**config.mk**
```make
export PLATFORM = sky130hd
export DESIGN_NAME = matrix_multiply_engine
export DESIGN_NICKNAME = d
export VERILOG_FILES = /design/src/hw/rtl/mme_pkg.sv /design/src/hw/rtl/matrix_multiply_engine.sv /design/src/hw/rtl/mme_dp.sv /design/src/hw/rtl/mme_ctrl.sv
export SDC_FILE = /design/constraint.sdc
export NUM_CORES = 2
export LEC_CHECK = 0
export ABC_AREA = 1
export BUFFER_PORTS_ARGS = -buffer_cell sky130_fd_sc_hd__buf_2
export CAP_MARGIN = 20
export CELL_PAD_IN_SITES_DETAIL_PLACEMENT = 1
export CELL_PAD_IN_SITES_GLOBAL_PLACEMENT = 1
export CORE_ASPECT_RATIO = 0.8
export CORE_MARGIN = 2
export CORE_UTILIZATION = 45
export CTS_BUF_LIST = sky130_fd_sc_hd__clkbuf_4
export DETAILED_ROUTE_END_ITERATION = 8
export PLACE_DENSITY_LB_ADDON = 0.3
export SLEW_MARGIN = 25
export SYNTH_ARGS = -nofsm -noshare
export SYNTH_HDL_FRONTEND = slang
export SYNTH_HIERARCHICAL = 1
export SYNTH_SLANG_ARGS = --single-unit
export TNS_END_PERCENT = 20
```
**constraint.sdc**
```tcl
create_clock -name clk -period 5.6 [get_ports clk]
set_clock_uncertainty 0.05 [all_clocks]
set_input_delay 0.28 -clock clk [delete_from_list [all_inputs] [get_ports clk]]
set_output_delay 0.28 -clock clk [all_outputs]
set_load 0.01 [all_outputs]
```
**src/hw/rtl/mme_pkg.sv**
```systemverilog
package mme_pkg;

  // Store geometry and element width.
  localparam int MAX_DIM    = 8;
  localparam int ELEM_WIDTH = 16;

  localparam int IDX_W   = (MAX_DIM > 1) ? $clog2(MAX_DIM) : 1;
  localparam int DIM_W   = $clog2(MAX_DIM + 1);
  localparam int DEPTH   = MAX_DIM * MAX_DIM;
  localparam int ADDR_W  = $clog2(DEPTH);
  localparam int PROD_W  = 2 * ELEM_WIDTH;
  localparam int SUM_W   = 40;

  // Field widths fixed by the interface.
  localparam int FUNC_W  = 2;
  localparam int POS_W   = 3;
  localparam int VALUE_W = 16;
  localparam int CFG_W   = 4;
  localparam int CFG_IDX_W = 2;

  // Function codes.
  localparam logic [FUNC_W-1:0] FUNC_WR_A   = 2'd0;
  localparam logic [FUNC_W-1:0] FUNC_WR_B   = 2'd1;
  localparam logic [FUNC_W-1:0] FUNC_RUN    = 2'd2;

  // Configuration register indexes.
  localparam logic [CFG_IDX_W-1:0] CFG_ROWS_M  = 2'd0;
  localparam logic [CFG_IDX_W-1:0] CFG_COLS_N  = 2'd1;
  localparam logic [CFG_IDX_W-1:0] CFG_INNER_K = 2'd2;

  typedef struct packed {
    logic [FUNC_W-1:0]         func;
    logic [POS_W-1:0]          row;
    logic [POS_W-1:0]          col;
    logic signed [VALUE_W-1:0] value;
  } in_item_t;

  typedef struct packed {
    logic [POS_W-1:0]        out_row;
    logic [POS_W-1:0]        out_col;
    logic signed [SUM_W-1:0] sum;
    logic                    last;
  } out_item_t;

  // Controller to datapath commands.
  typedef struct packed {
    logic              wr_a;
    logic              wr_b;
    logic [ADDR_W-1:0] wr_addr;
    logic              rd_en;
    logic [ADDR_W-1:0] a_addr;
    logic [ADDR_W-1:0] b_addr;
    logic              first;
    logic              term_end;
    logic [IDX_W-1:0]  row_i;
    logic [IDX_W-1:0]  col_j;
    logic              last;
  } cmd_t;

  // Datapath to controller status.
  typedef struct packed {
    logic res_taken;
  } sts_t;

endpackage

```
**src/hw/rtl/matrix_multiply_engine.sv**
```systemverilog
// Element writes (A or B) can arrive back to back.
// A compute transaction emits rows_m * cols_n results, with the dimensions clamped; each
// result is a multiply-accumulate over inner_k terms through one shared multiplier and
// the read and product registers into the accumulator; the next result starts once this one is taken.
// No input is taken while a compute run is in progress.
// Reset (rst, synchronous, active high) makes both stores read as zero and sets all dimensions to 8.
module matrix_multiply_engine (
  input  logic                          clk,
  input  logic                          rst,
  input  logic                          in_valid,
  output logic                          in_stall,
  input  mme_pkg::in_item_t             in_item,
  output logic                          out_valid,
  input  logic                          out_stall,
  output mme_pkg::out_item_t            out_item,
  input  logic                          cfg_we,
  input  logic [mme_pkg::CFG_IDX_W-1:0] cfg_index,
  input  logic [mme_pkg::CFG_W-1:0]     cfg_data
);
  import mme_pkg::*;

  // The controller walks the result elements in row-major order and, for
  // each one, issues inner_k store reads (A along the row, B down the
  // column). The datapath registers the reads, multiplies, and accumulates
  // exactly in 40 bits; the finished sum lands in the output register.
  // The controller holds the element's coordinates until that output
  // transaction completes, then moves to the next element.

  cmd_t cmd;
  sts_t sts;

  mme_ctrl u_ctrl (
    .clk       (clk),
    .rst       (rst),
    .in_valid  (in_valid),
    .in_stall  (in_stall),
    .in_item   (in_item),
    .cfg_we    (cfg_we),
    .cfg_index (cfg_index),
    .cfg_data  (cfg_data),
    .sts       (sts),
    .cmd       (cmd)
  );

  // Stores clear through per-entry valid bits, so no clearing pass is needed.
  mme_dp u_dp (
    .clk       (clk),
    .rst       (rst),
    .cmd       (cmd),
    .in_item   (in_item),
    .sts       (sts),
    .out_valid (out_valid),
    .out_stall (out_stall),
    .out_item  (out_item)
  );

endmodule

```
**src/hw/rtl/mme_dp.sv**
```systemverilog
module mme_dp (
  input  logic               clk,
  input  logic               rst,
  input  mme_pkg::cmd_t      cmd,
  input  mme_pkg::in_item_t  in_item,
  output mme_pkg::sts_t      sts,
  output logic               out_valid,
  input  logic               out_stall,
  output mme_pkg::out_item_t out_item
);
  import mme_pkg::*;

  logic [ELEM_WIDTH-1:0] a_mem [DEPTH];
  logic [ELEM_WIDTH-1:0] b_mem [DEPTH];
  logic [DEPTH-1:0]      a_vld;
  logic [DEPTH-1:0]      b_vld;

  logic signed [31:0]     value_ext;
  logic [ELEM_WIDTH-1:0]  wr_data;

  logic [ELEM_WIDTH-1:0]  a_raw;
  logic [ELEM_WIDTH-1:0]  b_raw;
  logic                   a_hit;
  logic                   b_hit;
  logic signed [ELEM_WIDTH-1:0] a_op;
  logic signed [ELEM_WIDTH-1:0] b_op;
  logic                   s1_vld;
  logic                   s1_first;
  logic                   s1_end;

  logic signed [PROD_W-1:0] prod;
  logic                   s2_vld;
  logic                   s2_first;
  logic                   s2_end;

  logic signed [SUM_W-1:0] prod_ext;
  logic signed [SUM_W-1:0] acc;
  logic signed [SUM_W-1:0] acc_next;

  // Input value is sign-extended, then cut to the stored element width.
  assign value_ext = 32'(in_item.value);
  assign wr_data   = value_ext[ELEM_WIDTH-1:0];

  always_ff @(posedge clk) begin
    if (cmd.wr_a) a_mem[cmd.wr_addr] <= wr_data;
    if (cmd.wr_b) b_mem[cmd.wr_addr] <= wr_data;
    a_raw <= a_mem[cmd.a_addr];
    b_raw <= b_mem[cmd.b_addr];
  end

  // Entries never written since reset read as zero.
  always_ff @(posedge clk) begin
    if (rst) begin
      a_vld <= '0;
      b_vld <= '0;
      a_hit <= 1'b0;
      b_hit <= 1'b0;
    end else begin
      if (cmd.wr_a) a_vld[cmd.wr_addr] <= 1'b1;
      if (cmd.wr_b) b_vld[cmd.wr_addr] <= 1'b1;
      a_hit <= a_vld[cmd.a_addr];
      b_hit <= b_vld[cmd.b_addr];
    end
  end

  assign a_op = a_hit ? $signed(a_raw) : '0;
  assign b_op = b_hit ? $signed(b_raw) : '0;

  always_ff @(posedge clk) begin
    prod <= a_op * b_op;
  end

  always_ff @(posedge clk) begin
    if (rst) begin
      s1_vld   <= 1'b0;
      s1_first <= 1'b0;
      s1_end   <= 1'b0;
      s2_vld   <= 1'b0;
      s2_first <= 1'b0;
      s2_end   <= 1'b0;
    end else begin
      s1_vld   <= cmd.rd_en;
      s1_first <= cmd.first;
      s1_end   <= cmd.term_end;
      s2_vld   <= s1_vld;
      s2_first <= s1_first;
      s2_end   <= s1_end;
    end
  end

  assign prod_ext = SUM_W'(prod);
  assign acc_next = s2_first ? prod_ext : SUM_W'(acc + prod_ext);

  always_ff @(posedge clk) begin
    if (s2_vld) acc <= acc_next;
  end

  always_ff @(posedge clk) begin
    if (rst) begin
      out_valid <= 1'b0;
    end else if (s2_vld && s2_end) begin
      out_valid <= 1'b1;
    end else if (out_valid && !out_stall) begin
      out_valid <= 1'b0;
    end
  end

  // Coordinates and last flag are held by the controller until the result is taken.
  always_ff @(posedge clk) begin
    if (s2_vld && s2_end) begin
      out_item.sum     <= acc_next;
      out_item.out_row <= POS_W'(cmd.row_i);
      out_item.out_col <= POS_W'(cmd.col_j);
      out_item.last    <= cmd.last;
    end
  end

  assign sts.res_taken = out_valid && !out_stall;

endmodule

```
**src/hw/rtl/mme_ctrl.sv**
```systemverilog
module mme_ctrl (
  input  logic                        clk,
  input  logic                        rst,
  input  logic                        in_valid,
  output logic                        in_stall,
  input  mme_pkg::in_item_t           in_item,
  input  logic                        cfg_we,
  input  logic [mme_pkg::CFG_IDX_W-1:0] cfg_index,
  input  logic [mme_pkg::CFG_W-1:0]   cfg_data,
  input  mme_pkg::sts_t               sts,
  output mme_pkg::cmd_t               cmd
);
  import mme_pkg::*;

  localparam logic [1:0] ST_IDLE  = 2'd0;
  localparam logic [1:0] ST_ISSUE = 2'd1;
  localparam logic [1:0] ST_WAIT  = 2'd2;

  logic [1:0]       state;
  logic [1:0]       state_next;
  logic [IDX_W-1:0] i_cnt;
  logic [IDX_W-1:0] i_cnt_next;
  logic [IDX_W-1:0] j_cnt;
  logic [IDX_W-1:0] j_cnt_next;
  logic [IDX_W-1:0] p_cnt;
  logic [IDX_W-1:0] p_cnt_next;
  logic [CFG_W-1:0] rows_m;
  logic [CFG_W-1:0] cols_n;
  logic [CFG_W-1:0] inner_k;

  logic [DIM_W-1:0] m_use;
  logic [DIM_W-1:0] n_use;
  logic [DIM_W-1:0] k_use;
  logic             in_acc;
  logic             wr_ok;
  logic             i_end;
  logic             j_end;
  logic             p_end;

  // Zero is used as one, anything above the store size as the store size.
  function automatic logic [DIM_W-1:0] dim_used(input logic [CFG_W-1:0] r);
    logic [DIM_W-1:0] d;
    if (r == '0) d = DIM_W'(1);
    else if (32'(r) > MAX_DIM) d = DIM_W'(MAX_DIM);
    else d = DIM_W'(r);
    return d;
  endfunction

  always_ff @(posedge clk) begin
    if (rst) begin
      rows_m  <= CFG_W'(8);
      cols_n  <= CFG_W'(8);
      inner_k <= CFG_W'(8);
    end else if (cfg_we) begin
      case (cfg_index)
        CFG_ROWS_M:  rows_m  <= cfg_data;
        CFG_COLS_N:  cols_n  <= cfg_data;
        CFG_INNER_K: inner_k <= cfg_data;
        default: ;
      endcase
    end
  end

  assign m_use = dim_used(rows_m);
  assign n_use = dim_used(cols_n);
  assign k_use = dim_used(inner_k);

  assign in_stall = (state != ST_IDLE);
  assign in_acc   = in_valid && !in_stall;
  assign wr_ok    = (32'(in_item.row) < MAX_DIM) && (32'(in_item.col) < MAX_DIM);

  assign i_end = (DIM_W'(i_cnt) + DIM_W'(1)) == m_use;
  assign j_end = (DIM_W'(j_cnt) + DIM_W'(1)) == n_use;
  assign p_end = (DIM_W'(p_cnt) + DIM_W'(1)) == k_use;

  always_comb begin
    state_next = state;
    i_cnt_next = i_cnt;
    j_cnt_next = j_cnt;
    p_cnt_next = p_cnt;
    case (state)
      ST_IDLE: begin
        if (in_acc && in_item.func == FUNC_RUN) begin
          i_cnt_next = '0;
          j_cnt_next = '0;
          p_cnt_next = '0;
          state_next = ST_ISSUE;
        end
      end
      ST_ISSUE: begin
        if (p_end) begin
          p_cnt_next = '0;
          state_next = ST_WAIT;
        end else begin
          p_cnt_next = p_cnt + IDX_W'(1);
        end
      end
      ST_WAIT: begin
        if (sts.res_taken) begin
          if (i_end && j_end) begin
            state_next = ST_IDLE;
          end else begin
            state_next = ST_ISSUE;
            if (j_end) begin
              j_cnt_next = '0;
              i_cnt_next = i_cnt + IDX_W'(1);
            end else begin
              j_cnt_next = j_cnt + IDX_W'(1);
            end
          end
        end
      end
      default: begin
        state_next = ST_IDLE;
      end
    endcase
  end

  always_ff @(posedge clk) begin
    if (rst) begin
      state <= ST_IDLE;
      i_cnt <= '0;
      j_cnt <= '0;
      p_cnt <= '0;
    end else begin
      state <= state_next;
      i_cnt <= i_cnt_next;
      j_cnt <= j_cnt_next;
      p_cnt <= p_cnt_next;
    end
  end

  always_comb begin
    cmd.wr_a     = in_acc && wr_ok && (in_item.func == FUNC_WR_A);
    cmd.wr_b     = in_acc && wr_ok && (in_item.func == FUNC_WR_B);
    cmd.wr_addr  = ADDR_W'(32'(in_item.row) * MAX_DIM + 32'(in_item.col));
    cmd.rd_en    = (state == ST_ISSUE);
    cmd.a_addr   = ADDR_W'(32'(i_cnt) * MAX_DIM + 32'(p_cnt));
    cmd.b_addr   = ADDR_W'(32'(p_cnt) * MAX_DIM + 32'(j_cnt));
    cmd.first    = (state == ST_ISSUE) && (p_cnt == '0);
    cmd.term_end = (state == ST_ISSUE) && p_end;
    cmd.row_i    = i_cnt;
    cmd.col_j    = j_cnt;
    cmd.last     = i_end && j_end;
  end

endmodule

```
==> impl_metrics.tcl <==
set metrics [dict create \
    outcome "finished, violations left" \
    violations "setup timing" \
    num-nets-final 10846 \
    cts_made_buffers 603 \
    port_buffers 83 \
    postLayoutCellArea_sq_um 122000 \
    fin_crit_ns 5.70 \
    cts_root_buf "clkbuf_4" \
    std_cell_rows 159 \
    period_share_pct 102 \
    synth_ff_type "edfxtp_1" \
    path_class "flop to flop" \
    maxSlewViolCount 0 \
    synth_top_area_cell "edfxtp_1" \
    intPower_mw 31.5 \
    core_area_sq_um 235000 \
    final_core_utilization_pct 52.0 \
    arrival_ns 6.89 \
    synth_edf_count 2135 \
    avgSynthCellArea_sq_um 10.9 \
    cp_max_fo 9 \
    power_leakage_nw 46.1 \
    drt_iter0_drc 8907 \
    r2r_slack_ns -0.10 \
    ys_ff_latch 2359 \
    grt_max_degree 186 \
    ios 84 \
    dp_hpwl_um 222000 \
    cp.required_ns 6.79 \
    dr_total_vias 80517 \
    setup_viol 6 \
    start_kind "flop" \
    hold_path.class "input port to flop" \
    async_flop_share_pct 0 \
    cts_tree "yes" \
    clk_pin_slew_worst_paths_ns 0.07 \
    grt_use_total_pct 29.6 \
    setup_tns_ns -0.161 \
    yosys_warnings 6 \
    ant_nets 0 \
    grt_pass1_vias 83925 \
    max_cap_viol_count 0 \
    yosysTopAreaCellShare_pct 60.4 \
    yosysMostFrequentCell "edfxtp_1" \
    pwr-share-comb_pct 29.1 \
    drt-total-wl_um 361000 \
    p_sw_mw 18.5 \
    die_h_um 438 \
    p_clk_share_pct 30.9 \
    hold_ws_ns 0.0616 \
    grt-ovfl-total 0 \
    power.density_nw_per_um2 410 \
    power.share.switching_pct 36.9 \
    synth_common_cells "edfxtp_1 (2,135), nand2_1 (1,872), nor2_1 (1,695), o21ai_0 (1,044), inv_1 (585)" \
    synthCells 9720 \
    layout-drive-gt1-share_pct 17.3 \
    synth_seq_area_share_pct 64.6 \
    grt_antenna_before_repair 26 \
    finalPower_mw 50.0 \
    wl_per_cell_um 25.7 \
    clock-sinks 2359 \
    drt_drc_violations_left 0 \
    crit_path_end_kind "flop" \
    start_util_pct 45.2 \
    ys_types 41 \
    fmax_ghz 0.175 \
    syn_area_sq_um 106000 \
    hold_viol_final 0 \
    areaGrowthSynthToFinish_pct 14.9 \
    seq_power_share_pct 40.0 \
    cts_max_level 6 \
    placed_area_sq_um 112000 \
    via_per_inst 5.74 \
    synthesis.nets 10143 \
    gp_congestion 0.908 \
    slew_headroom_pct 19.5 \
    peakVddDrop_uv 352 \
    worstMarginPinSlew_ns 1.21 \
    clock_latency_ns 1.34 \
    worst_slack_ns -0.100 \
    drt_pass1_iterations 5 \
    yosys-top-cells-area "edfxtp_1 (60%), nand2_1 (6.6%), nor2_1 (6.0%), fa_1 (5.0%), o21ai_0 (4.9%)" \
    grt_pass1_wl_um 532000 \
    clockBufferDepth 4 \
    dieArea_sq_um 240000 \
    die_w_um 547 \
    rsz0062_at_grt "true" \
]
[area by class of cell]
class	count	area [sq um]
fill	25287	113000
clock buffer	924	6940
clock inverter	141	950
tap	3139	3930
antenna	12	30.0
sequential	2359	68600
inverter	610	2340
timing repair buffer	639	5360
multi-input combinational	6210	33700
[through the flow]
step / setup WS [ns] / cells
floorplan: 0.0330 / 9720
global placement: -0.357 / 12864
detailed placement: -0.507 / 12864
CTS: -0.0290 / 14017
global route: -0.271 / 14024
finish: -0.100 / 14034
[path summary, 6_finish.rpt]
kind | from | end | cells past startpoint
setup / recovery | u_dp/b_hit | u_dp/prod[31] | 23
hold / removal | in_item[10] | u_dp/a_mem[3][10] | 2
hold reg to reg | u_dp/s1_first | u_dp/s2_first | 2
setup reg to reg | u_dp/b_hit | u_dp/prod[31] | 23
[logic make-up after synthesis]
logic type	Yosys count	share of synthesized area (%)
XOR/XNOR	39	0.322
AND/OR/NAND/NOR	4067	15.1
adder cells (fa/ha/maj)	388	6.44
flip-flops	2359	64.6
buffers and inverters	1151	4.57
AO/OA/AOI/OAI	1716	8.96
[timing repair]
action,CTS,global route
hold buffers,74,0
endpoints found under the hold margin,2769,0
cloned,1,0
setup endpoints to repair,19,21
gates resized for setup,123,102
setup buffers,13,5
pin swaps,42,39
[flip-flops by register name (all words and copies together) (netlist names), 4 cells and up]
register / cells
u_dp/a_vld: 64
u_dp/out_item: 47
u_dp/b_vld: 64
u_ctrl/rows_m: 4
u_ctrl/cols_n: 4
u_dp/acc: 40
u_dp/a_mem: 1024
u_dp/prod: 32
u_dp/b_mem: 1024
u_dp/b_raw: 16
u_dp/a_raw: 16
u_ctrl/inner_k: 4
[per-layer routing]
metal	global-route usage (%)	vias up	share of wire (%)
met1	41.6	40983	42
li1	-	35190	-
met4	9.36	8	2.8
met3	6.23	612	9.5
met5	0	-	0.015
met2	45.9	3724	45
[critical path: stages, from the launching register on]
cell,delay [ns]
dfxtp_4,0.37
buf_12,0.14
nand2_1,0.10
nor2_2,0.13
inv_2,0.07
fa_1,0.55
inv_2,0.05
fa_2,0.63
buf_6,0.12
buf_6,0.10
fa_1,0.45
fa_1,0.54
fa_1,0.54
fa_2,0.48
ha_4,0.33
nand2_4,0.09
nor2_4,0.12
nand2_2,0.07
nor3_2,0.15
nand2_1,0.07
o211ai_1,0.15
buf_4,0.17
nand2_1,0.04
nand2_1,0.08
[placed cells by master, fill, tap and decap left out, drive strengths merged, types with 32 or more instances in the layout]
master / instances
a21oi: 73
buf: 568
clkbuf: 924
clkinv: 110
dfxtp: 224
dlygate4sd3: 71
edfxtp: 2135
fa: 263
ha: 125
inv: 615
nand2: 1876
nand3: 407
nor2: 1699
nor3: 32
o21ai: 1059
o21ba: 38
o22ai: 512
[power by group through the flow]
stage	combinational [mW]	clock (mW)	sequential (mW)
floorplan	8.32	0	20.1
global placement	13.4	0	20.4
CTS	14.1	15.7	20.0
detailed placement	13.8	0	20.4
global route	15.6	16.6	20.0
finish	14.6	15.4	20.0
Power figures use the tool's default switching activity.
